## src/rtl/spa_pkg.sv

```systemverilog
`timescale 1ns / 1ps
// Shared types and codes for the sparse polynomial adder.
// Depends on nothing; every other file of the block imports it.
package spa_pkg;

	// Operation codes carried in the request transaction.
	localparam logic [1:0] OP_INSERT_P = 2'd0;
	localparam logic [1:0] OP_INSERT_Q = 2'd1;
	localparam logic [1:0] OP_SUM      = 2'd2;

	// Status codes carried in the response transaction.
	localparam logic [1:0] STS_TERM      = 2'd0;
	localparam logic [1:0] STS_INSERT_OK = 2'd1;
	localparam logic [1:0] STS_FULL      = 2'd2;
	localparam logic [1:0] STS_EMPTY     = 2'd3;

	// Saturation limits of a Q16.16 coefficient.
	localparam logic signed [31:0] COEF_MAX = 32'sh7FFF_FFFF;
	localparam logic signed [31:0] COEF_MIN = 32'sh8000_0000;

	typedef struct packed {
		logic [1:0]         operation;
		logic signed [31:0] coefficient;
		logic signed [15:0] exponent;
	} spa_req_t;

	typedef struct packed {
		logic [1:0]         status;
		logic signed [31:0] result_coefficient;
		logic signed [15:0] result_exponent;
		logic               last;
	} spa_rsp_t;

	typedef enum logic [1:0] {
		ST_IDLE,
		ST_INSERT,
		ST_SUM
	} spa_state_t;

	// Commands from the controller to the datapath.
	typedef struct packed {
		logic load;        // capture the request and set up the walk
		logic sum_mode;    // table read ports follow the merge heads
		logic ins_shift;   // move one entry down one place
		logic ins_place;   // write the new term and report success
		logic emit_full;   // report a dropped term
		logic emit_empty;  // report an empty sum
		logic sum_step;    // emit one merged term
	} spa_cmd_t;

	// Status from the datapath to the controller.
	typedef struct packed {
		logic full;        // chosen table has no free entry
		logic hit;         // insert position reached
		logic both_empty;  // both tables hold no term
		logic sum_last;    // current merge step is the final one
		logic out_free;    // response register can take a transaction
	} spa_stat_t;

endpackage

```

## src/rtl/spa_ctrl.sv

```systemverilog
`timescale 1ns / 1ps
// Controller state machine of the sparse polynomial adder.
// Depends on spa_pkg for the state, command and status types.
module spa_ctrl (
	input  logic              clk,
	input  logic              arst_n,
	input  logic              req_valid,
	input  logic [1:0]        req_op,
	input  spa_pkg::spa_stat_t stat,
	output spa_pkg::spa_cmd_t  cmd,
	output logic              req_stall
);
	import spa_pkg::*;

	spa_state_t state_q;
	spa_state_t state_nxt;

	// State register.
	always_ff @(posedge clk or negedge arst_n) begin
		if (!arst_n) begin
			state_q <= ST_IDLE;
		end else begin
			state_q <= state_nxt;
		end
	end

	// Next state and commands.
	always_comb begin
		state_nxt = state_q;
		cmd       = '0;
		req_stall = 1'b1;
		unique case (state_q)
			ST_IDLE: begin
				req_stall = 1'b0;
				if (req_valid) begin
					cmd.load = 1'b1;
					if (req_op == OP_INSERT_P || req_op == OP_INSERT_Q) begin
						state_nxt = ST_INSERT;
					end else if (req_op == OP_SUM) begin
						state_nxt = ST_SUM;
					end
				end
			end
			ST_INSERT: begin
				priority if (stat.full) begin
					if (stat.out_free) begin
						cmd.emit_full = 1'b1;
						state_nxt     = ST_IDLE;
					end
				end else if (stat.hit) begin
					if (stat.out_free) begin
						cmd.ins_place = 1'b1;
						state_nxt     = ST_IDLE;
					end
				end else begin
					cmd.ins_shift = 1'b1;
				end
			end
			ST_SUM: begin
				cmd.sum_mode = 1'b1;
				if (stat.out_free) begin
					if (stat.both_empty) begin
						cmd.emit_empty = 1'b1;
						state_nxt      = ST_IDLE;
					end else begin
						cmd.sum_step = 1'b1;
						if (stat.sum_last) begin
							state_nxt = ST_IDLE;
						end
					end
				end
			end
			default: begin
				state_nxt = ST_IDLE;
			end
		endcase
	end

endmodule

```

## src/rtl/spa_datapath.sv

```systemverilog
`timescale 1ns / 1ps
// Datapath of the sparse polynomial adder: term tables, counts, walk
// indexes, saturating adder and the response register. Depends on spa_pkg.
module spa_datapath #(
	parameter int MAX_TERMS = 16
) (
	input  logic              clk,
	input  logic              arst_n,
	input  spa_pkg::spa_req_t req,
	input  spa_pkg::spa_cmd_t cmd,
	output spa_pkg::spa_stat_t stat,
	input  logic              rsp_stall,
	output logic              rsp_valid,
	output spa_pkg::spa_rsp_t rsp
);
	import spa_pkg::*;

	localparam int CW = $clog2(MAX_TERMS + 1);
	localparam int IW = (MAX_TERMS > 1) ? $clog2(MAX_TERMS) : 1;
	localparam logic [CW-1:0] CNT_FULL = CW'(MAX_TERMS);
	localparam logic [CW-1:0] CNT_ONE  = CW'(1);

	// Term tables; contents are only used below the fill count.
	logic signed [31:0] p_coef_q [MAX_TERMS];
	logic signed [15:0] p_expo_q [MAX_TERMS];
	logic signed [31:0] q_coef_q [MAX_TERMS];
	logic signed [15:0] q_expo_q [MAX_TERMS];

	logic [CW-1:0]      p_cnt_q, q_cnt_q;
	logic [CW-1:0]      idx_q, ip_q, iq_q;
	logic               sel_q;
	logic signed [31:0] coef_q;
	logic signed [15:0] expo_q;
	logic               rsp_valid_q;
	spa_rsp_t           rsp_q;

	logic [CW-1:0]      idx_m1;
	logic [IW-1:0]      p_raddr, q_raddr, widx;
	logic signed [31:0] p_rd_c, q_rd_c, rd_c, wr_c;
	logic signed [15:0] p_rd_e, q_rd_e, rd_e, wr_e;
	logic [CW-1:0]      tcnt;
	logic               p_we, q_we;
	logic               p_exh, q_exh, take_p, take_q;
	logic [CW-1:0]      ip_nxt, iq_nxt;
	logic signed [32:0] wide_sum;
	logic signed [31:0] sat_sum, merge_c;
	logic               any_emit;
	spa_rsp_t           rsp_nxt;

	// Table read ports: merge heads during a sum, the entry above the
	// insert slot otherwise.
	assign idx_m1  = idx_q - CNT_ONE;
	assign p_raddr = cmd.sum_mode ? ip_q[IW-1:0] : idx_m1[IW-1:0];
	assign q_raddr = cmd.sum_mode ? iq_q[IW-1:0] : idx_m1[IW-1:0];
	assign p_rd_c  = p_coef_q[p_raddr];
	assign p_rd_e  = p_expo_q[p_raddr];
	assign q_rd_c  = q_coef_q[q_raddr];
	assign q_rd_e  = q_expo_q[q_raddr];
	assign rd_c    = sel_q ? q_rd_c : p_rd_c;
	assign rd_e    = sel_q ? q_rd_e : p_rd_e;
	assign tcnt    = sel_q ? q_cnt_q : p_cnt_q;

	// Insert walk: stop at the first slot or once the entry above holds an exponent not below ours.
	assign stat.full = (tcnt == CNT_FULL);
	assign stat.hit  = (idx_q == '0) || (rd_e >= expo_q);

	// One write port per table.
	assign widx = idx_q[IW-1:0];
	assign wr_c = cmd.ins_place ? coef_q : rd_c;
	assign wr_e = cmd.ins_place ? expo_q : rd_e;
	assign p_we = (cmd.ins_shift || cmd.ins_place) && !sel_q;
	assign q_we = (cmd.ins_shift || cmd.ins_place) && sel_q;

	always_ff @(posedge clk) begin
		if (p_we) begin
			p_coef_q[widx] <= wr_c;
			p_expo_q[widx] <= wr_e;
		end
		if (q_we) begin
			q_coef_q[widx] <= wr_c;
			q_expo_q[widx] <= wr_e;
		end
	end

	// Merge head selection and saturating add.
	assign p_exh    = (ip_q == p_cnt_q);
	assign q_exh    = (iq_q == q_cnt_q);
	assign take_p   = q_exh || (!p_exh && (p_rd_e > q_rd_e));
	assign take_q   = !take_p && (p_exh || (q_rd_e > p_rd_e));
	assign wide_sum = {p_rd_c[31], p_rd_c} + {q_rd_c[31], q_rd_c};

	always_comb begin
		if (wide_sum[32] != wide_sum[31]) begin
			sat_sum = wide_sum[32] ? COEF_MIN : COEF_MAX;
		end else begin
			sat_sum = wide_sum[31:0];
		end
	end

	assign merge_c = take_p ? p_rd_c : (take_q ? q_rd_c : sat_sum);
	assign ip_nxt  = take_q ? ip_q : ip_q + CNT_ONE;
	assign iq_nxt  = take_p ? iq_q : iq_q + CNT_ONE;

	assign stat.sum_last   = (ip_nxt == p_cnt_q) && (iq_nxt == q_cnt_q);
	assign stat.both_empty = (p_cnt_q == '0) && (q_cnt_q == '0);
	assign stat.out_free   = !rsp_valid_q || !rsp_stall;

	// Fill counts, captured table select and walk indexes.
	always_ff @(posedge clk or negedge arst_n) begin
		if (!arst_n) begin
			p_cnt_q <= '0;
			q_cnt_q <= '0;
			idx_q   <= '0;
			ip_q    <= '0;
			iq_q    <= '0;
			sel_q   <= 1'b0;
		end else begin
			if (cmd.load) begin
				sel_q <= (req.operation == OP_INSERT_Q);
				idx_q <= (req.operation == OP_INSERT_Q) ? q_cnt_q : p_cnt_q;
				ip_q  <= '0;
				iq_q  <= '0;
			end
			if (cmd.ins_shift) begin
				idx_q <= idx_m1;
			end
			if (cmd.ins_place) begin
				if (sel_q) begin
					q_cnt_q <= q_cnt_q + CNT_ONE;
				end else begin
					p_cnt_q <= p_cnt_q + CNT_ONE;
				end
			end
			if (cmd.sum_step) begin
				ip_q <= ip_nxt;
				iq_q <= iq_nxt;
				if (stat.sum_last) begin
					p_cnt_q <= '0;
					q_cnt_q <= '0;
				end
			end
		end
	end

	// Payload of the request; no reset needed.
	always_ff @(posedge clk) begin
		if (cmd.load) begin
			coef_q <= req.coefficient;
			expo_q <= req.exponent;
		end
	end

	// Next response transaction.
	assign any_emit = cmd.ins_place || cmd.emit_full || cmd.emit_empty || cmd.sum_step;

	always_comb begin
		rsp_nxt      = '0;
		rsp_nxt.last = 1'b1;
		priority if (cmd.sum_step) begin
			rsp_nxt.status             = STS_TERM;
			rsp_nxt.result_coefficient = merge_c;
			rsp_nxt.result_exponent    = take_q ? q_rd_e : p_rd_e;
			rsp_nxt.last               = stat.sum_last;
		end else if (cmd.ins_place) begin
			rsp_nxt.status = STS_INSERT_OK;
		end else if (cmd.emit_full) begin
			rsp_nxt.status = STS_FULL;
		end else begin
			rsp_nxt.status = STS_EMPTY;
		end
	end

	// Response register.
	always_ff @(posedge clk or negedge arst_n) begin
		if (!arst_n) begin
			rsp_valid_q <= 1'b0;
		end else if (any_emit) begin
			rsp_valid_q <= 1'b1;
		end else if (!rsp_stall) begin
			rsp_valid_q <= 1'b0;
		end
	end

	always_ff @(posedge clk) begin
		if (any_emit) begin
			rsp_q <= rsp_nxt;
		end
	end

	assign rsp_valid = rsp_valid_q;
	assign rsp       = rsp_q;

endmodule

```

## src/rtl/sparse_polynomial_adder_unit.sv

```systemverilog
`timescale 1ns / 1ps
// Top level of the sparse polynomial adder: controller plus datapath.
// Depends on spa_pkg, spa_ctrl and spa_datapath.
//
//   Channel  Signals                        Content
//   request  req_valid, req_stall, req      operation, coefficient, exponent
//   response rsp_valid, rsp_stall, rsp      status, result_coefficient,
//                                           result_exponent, last
//
// An insert shifts each stored term with a smaller exponent down one place,
// one table entry per cycle, then writes the new term into the freed slot.
// A sum emits one merged term per merge step, one merge step per cycle while
// the response register is free, so at most 2*MAX_TERMS terms; an empty sum emits a single empty status.
// Reset empties both tables at once; no clearing pass is needed.
// A stalled response holds each merge step of a sum, and the final write of
// an insert, until the response register frees up; insert shifts go on.
module sparse_polynomial_adder_unit #(
	parameter int MAX_TERMS = 16
) (
	input  logic              clk,
	input  logic              arst_n,
	input  logic              req_valid,
	output logic              req_stall,
	input  spa_pkg::spa_req_t req,
	output logic              rsp_valid,
	input  logic              rsp_stall,
	output spa_pkg::spa_rsp_t rsp
);
	import spa_pkg::*;

	spa_cmd_t  cmd;
	spa_stat_t stat;

	spa_ctrl u_ctrl (
		.clk       (clk),
		.arst_n    (arst_n),
		.req_valid (req_valid),
		.req_op    (req.operation),
		.stat      (stat),
		.cmd       (cmd),
		.req_stall (req_stall)
	);

	spa_datapath #(
		.MAX_TERMS (MAX_TERMS)
	) u_datapath (
		.clk       (clk),
		.arst_n    (arst_n),
		.req       (req),
		.cmd       (cmd),
		.stat      (stat),
		.rsp_stall (rsp_stall),
		.rsp_valid (rsp_valid),
		.rsp       (rsp)
	);

	// A response is only produced when the response register can take it.
	a_emit_free: assert property (@(posedge clk) disable iff (!arst_n)
		(cmd.ins_place || cmd.emit_full || cmd.emit_empty || cmd.sum_step)
		|-> stat.out_free)
		else $error("response produced while the response register is occupied");

	// At most one table or response action per cycle.
	a_one_action: assert property (@(posedge clk) disable iff (!arst_n)
		$onehot0({cmd.load, cmd.ins_shift, cmd.ins_place, cmd.emit_full,
			cmd.emit_empty, cmd.sum_step}))
		else $error("conflicting datapath commands");

	// The final merge step leaves both tables empty.
	a_sum_clears: assert property (@(posedge clk) disable iff (!arst_n)
		(cmd.sum_step && stat.sum_last) |=> stat.both_empty)
		else $error("tables not cleared after a sum");

	// New requests are taken only while the datapath is idle.
	a_no_load_busy: assert property (@(posedge clk) disable iff (!arst_n)
		(cmd.ins_shift || cmd.sum_step) |-> req_stall)
		else $error("request accepted during a walk");

endmodule

```

## config.mk

```make
export PLATFORM = sky130hd
export DESIGN_NAME = sparse_polynomial_adder_unit
export DESIGN_NICKNAME = d
export VERILOG_FILES = /design/src/rtl/spa_pkg.sv /design/src/rtl/spa_ctrl.sv /design/src/rtl/spa_datapath.sv /design/src/rtl/sparse_polynomial_adder_unit.sv
export SDC_FILE = /design/constraint.sdc
export NUM_CORES = 2
export LEC_CHECK = 0
export BUFFER_PORTS_ARGS = -buffer_cell sky130_fd_sc_hd__buf_4
export CORE_UTILIZATION = 30
export DETAILED_ROUTE_END_ITERATION = 6
export PLACE_DENSITY = 0.42
export SYNTH_ARGS = -nofsm -noshare
export SYNTH_HDL_FRONTEND = slang
export SYNTH_HIERARCHICAL = 1
export SYNTH_SLANG_ARGS = --single-unit
```

## constraint.sdc

```tcl
create_clock -name clk -period 10.36 [get_ports clk]
set_input_delay 1.036 -clock clk [delete_from_list [all_inputs] [get_ports clk]]
set_output_delay 1.036 -clock clk [all_outputs]
set_load 0.02 [all_outputs]
```

### Yosys cells after proc, flatten, opt, wreduce, memory -nomap -nowiden

Memory sizes are Yosys's and may differ from the RTL's.
Cells that the tools add are included.

* bits in registers: 128
* bits in latches: 0
* bits in writable memories: 1536
* bits in read-only memories: 0
* input port bits: 54
* logic and storage cells: 133
* memories kept: 4

* $add $sub $neg: 6
* multiply operators: 0
* div/mod/pow operators: 0
* magnitude comparators: 3
* eq/ne operators: 16
* shift operators: 0
* mux-type cells: 60
* bitwise gates (word level): 0
* reduce and logical (&&, ||, !) cells: 29

Memory list
* u_datapath.p_coef_q: words 16, width 32, rd ports 1, clocked after memory_dff 0, write ports 1, line spa_datapath.sv:24 `logic signed [31:0] p_coef_q [MAX_TERMS];`
* u_datapath.q_coef_q: words 16, width 32, rd ports 1, clocked after memory_dff 0, write ports 1, line spa_datapath.sv:26 `logic signed [31:0] q_coef_q [MAX_TERMS];`
* u_datapath.p_expo_q: words 16, width 16, rd ports 1, clocked after memory_dff 0, write ports 1, line spa_datapath.sv:25 `logic signed [15:0] p_expo_q [MAX_TERMS];`
* u_datapath.q_expo_q: words 16, width 16, rd ports 1, clocked after memory_dff 0, write ports 1, line spa_datapath.sv:27 `logic signed [15:0] q_expo_q [MAX_TERMS];`

Operator list (count)
* $mux 32: 6
* $mux 5: 17
* $mux 16: 3
* $add 32x32->33: 1
* $gt 16x16->1: 2
* $mux 2: 12
* $add 5x1->5 const B: 4
* $eq 5x5->1: 4
* $mux 1: 18
* $ge 16x16->1: 1
* $logic_not 5->1: 3
* $logic_or 1x1->1: 9
* $mux 4: 2
* $logic_and 1x1->1: 6
* $ne 3x3->1 const B: 2
* $pmux 2 s3: 1
* $eq 5x5->1 const B: 1
* $logic_not 1->1: 5
* $reduce_and 5->1: 1
* $sub 5x1->5 const B: 1
* $eq 2x1->1 const B: 2
* $eq 2x2->1 const B: 2
* $logic_not 2->1: 2
* $ne 2x2->1 const B: 2
* 6 further kinds: 7

### Longest topological paths before layout

An unclocked memory read counts as a cell.

* word-level depth: 16
* depth in mapped cells: 30

### Hierarchy

The synthesis kept the hierarchy.

By module, submodules not included
* spa_datapath: times used 1, cells an instance 3564, area each 68124.1 um^2
* spa_ctrl: times used 1, cells an instance 20, area each 180.2 um^2

### Worst setup path before layout

No wires, ideal clock.

* kind: reg2reg
* start: register u_datapath.idx_q[0]
* end: memory u_datapath.q_coef_q[1][0] (enable)
* library setup time: 0.454 ns
* arrival time: 7.216 ns
* required time: 9.906 ns
* setup slack: 2.690 ns
* stages on the path, launching flop included: 27
* cells stage by stage: dfrtp_1 > inv_1 > ha_1 > o21ai_1 > buf_2 > buf_4 > buf_2 > mux4_2 > a211oi_1 > a21oi_1 > mux2_2 > ha_1 > nor2b_1 > o21a_1 > o21a_1 > o21a_1 > o21a_1 > o21ai_0 > nand2b_1 > a21oi_1 > o21ai_0 > nor4_1 > clkbuf_1 > nor2_1 > nor2b_1 > nand2_1 > nor2_1

RTL lines
* start: declaration: line spa_datapath.sv:30 `logic [CW-1:0] idx_q, ip_q, iq_q;`
* start signal: assignment: line spa_datapath.sv:120 `idx_q <= (req.operation == OP_INSERT_Q) ? q_cnt_q : p_cnt_q;`
* start signal: assignment: line spa_datapath.sv:125 `idx_q <= idx_m1;`
* end: declaration: line spa_datapath.sv:26

==> impl_metrics.yaml <==
status:
  outcome: "finished, final reports clean"
synth:
  synthAdderAreaFrac_pct: 1.40
  synth-warning-count: 6
  synth_most_common_cell: "edfxtp_1"
  synth-simple-area-share_pct: 3.47
  synth_top_family_by_area: "multiplexers"
  synth_compound_gate_area_share_pct: 4.78
  ys_async_sr_fraction_pct: 1.74
  ys_seq_elements: 1664
  avgSynthCellArea_sq_um: 19.1
  synth_mux_area_share_pct: 15.0
  syn_area_sq_um: 68300
  ys.flop_type: "edfxtp_1"
  synthCells: 3584
  ys_top_cells_by_count: "edfxtp_1 (1635), mux4_2 (384), a21oi_1 (198), nand2_1 (147), mux2i_1 (137)"
  synthXorXnorAreaFrac_pct: 0.628
  synth.distinct_cells: 76
  syn_nets: 3714
  synth_area_leaders: "edfxtp_1 (72%), mux4_2 (13%), mux2i_1 (2.0%)"
  synth_top_area_cell: "edfxtp_1"
  seq_area_frac_synth_pct: 72.9
  synth_top_area_share_pct: 71.9
  synth_edf_count: 1635
worst_hold_path:
  worstHoldPathType: "in -> async"
worst_setup_path:
  slowest_delay_ps: 760
  critical_path_class: "reg -> reg"
  cp_max_fo: 32
  crit_path_end_kind: "flop"
  critPathBufInv: 5
  slowest_stage: "o21ai_4"
  cp.required_ps: 10820
  critPathArrivalTime_ps: 8740
  cp_top_family: "compound AO/OA/AOI/OAI gates"
  path_common_cell: "buf_4"
  startpoint_type: "flop"
grt:
  grt_pass1_wl_mm: 283
  grt_overflow: 0
  grt_use_total_pct: 17.4
  grt_max_degree: 98
  antenna_found_initial: 9
  grt_pass1_vias: 36312
place:
  placed_area_sq_um: 73900
  portBuffers: 106
  routabilityCongestion: 0.796
  dp_slack_ps: 1970
  dpl.hpwl_mm: 123
flow_run:
  max_cap_viol_count: 0
routing:
  ant_nets: 0
  first_iter_violations: 3044
  via_count: 35053
  drc: 0
  viasPerCell: 5.04
  routedWlPerCell_microns: 28.7
  postRouteWirelength_mm: 200
  dr.pass1.iters: 5
die:
  start_util_pct: 30.3
  boundaryPins: 107
  rows: 174
  die-area_sq_um: 230000
  core_sq_um: 226000
  die-width_microns: 479
  fp.dieH_microns: 479
sta:
  hold_viol: 0
  finalCritPeriodShare_pct: 79.9
  whs_ps: 137
  tns_ps: 0
  finalMaxSlewViolations: 0
  rsz0062_at_grt: "false"
  max-slew-margin-rel_pct: 20.4
  setup_ws_ps: 2080
  fmax_mhz: 121
  clock_skew_ps: 34.9
  setup_viol: 0
  min_period_ps: 8280
  worst_slew_pin_slew_ps: 1190
finish:
  layout-drive-gt1-share_pct: 25.1
  fin_area_sq_um: 79400
  syn_to_final_growth_pct: 16.2
  fin_nets: 3939
  num-fill-cells: 21247
clock_tree:
  path_clk_slew_ps: 60
  cts_hold_buffers: 0
  cts.sinks: 1664
  postCtsSetupBuffers: 0
  htreeDepth: 4
  clk_path_buf_depth: 3
  cts_resized: 0
  cts_tree: "built"
  root_buffer: "clkbuf_16"
  clock_latency_ps: 840
  cts_made_buffers: 179
[path summary, 6_finish.rpt]
| path | from | endpoint | slack [ps] | cells after the start |
|---|---|---|---|---|
| worst max register to register | u_datapath/idx_q[0] | u_datapath/p_coef_q[4][11] | 2080 | 25 |
| worst min-delay path | arst_n | u_datapath/rsp_valid | 140 | 1 |
| worst min register to register | u_datapath/ip_q[4] | u_datapath/ip_q[4] | 500 | 1 |
| max in group asynchronous | arst_n | u_datapath/sel_q | 9860 | 1 |
| min in group clk | req[27] | u_datapath/coef_q[11] | 370 | 1 |
| worst max-delay path | u_datapath/idx_q[0] | u_datapath/p_coef_q[4][11] | 2080 | 25 |
[layout make-up]
| class | instances | area, sq um | area share (%) |
|---|---|---|---|
| antenna | 4 | 10.0 | 0.0126 |
| clock buffer | 226 | 4690 | 5.91 |
| clock inverter | 101 | 808 | 1.02 |
| inverter | 58 | 218 | 0.274 |
| multi-input combinational | 1663 | 17900 | 22.6 |
| sequential | 1664 | 49800 | 62.8 |
| tap | 2992 | 3740 | 4.72 |
| timing repair buffer | 243 | 2170 | 2.74 |
[flip-flops by register name (all words and copies together), names as in the netlist, 16 cells and up]
| name | flops |
|---|---|
| u_datapath/rsp | 51 |
| u_datapath/q_expo_q | 256 |
| u_datapath/coef_q | 32 |
| u_datapath/p_expo_q | 256 |
| u_datapath/p_coef_q | 512 |
| u_datapath/expo_q | 16 |
| u_datapath/q_coef_q | 512 |
[cell usage in the layout (no fill, tap or decap), types with 11 or more instances in the layout]
cell type  synthesis  layout
a211oi_1         107     107
a21o_1            16      15
a21oi_1          198     182
a21oi_4            0      11
a31oi_1           13      13
buf_12             0      28
buf_4             29     215
clkbuf_1          72      45
clkbuf_16          0     180
clkinv_1           1      43
clkinv_2           0      28
dfrtp_1           29      28
edfxtp_1        1635    1635
ha_1              75      75
inv_1             57      57
mux2_2            17      17
mux2i_1          137     137
mux4_2           384     384
nand2_1          147     146
nand2b_1          11      11
nand3_1           22      22
nand4_1           16      16
nor2_1            98      64
nor2_4             0      33
nor2b_1          105     105
nor3_1            17      16
o211ai_1          36      36
o21ai_0           78      51
o21ai_1           14      15
o21ai_2            0      14
o21ai_4            0      12
or3_1             22      22
xnor2_1           27      27
xor2_1            22      22
[stage by stage]
step / std cells / util (%)
CTS: 6947 / 35.2
finish: 6951 / 35.2
global placement: 6620 / 32.7
floorplan: 3584 / -
global route: 6948 / 35.2
detailed placement: 6620 / 32.7
[per-layer routing]
layer | wire length (microns) | track usage (%) | part of all wire, % | up-vias
met3 | 9250 | 2.96 | 4.6 | 239
met5 | 7 | 0 | 0.0035 | -
met2 | 93100 | 27.2 | 47 | 800
met1 | 92700 | 24.8 | 46 | 18859
met4 | 4550 | 4.63 | 2.3 | 2
li1 | - | - | - | 15153
[cells by family (layout without fill, tap and decap cells)]
logic type                 after synthesis  count (layout)
muxes                                  540             540
adders and majority gates               76              76
other                                    0               4
and+or+nand+nor                        474             474
DFF                                   1664            1664
AOI/OAI and AO/OA                      524             524
buffers and inverters                  257             628
xor gates and xnor gates                49              49
Power is not shown: default switching activity piles up to over one toggle a cycle in this logic, so the estimate is an artifact.
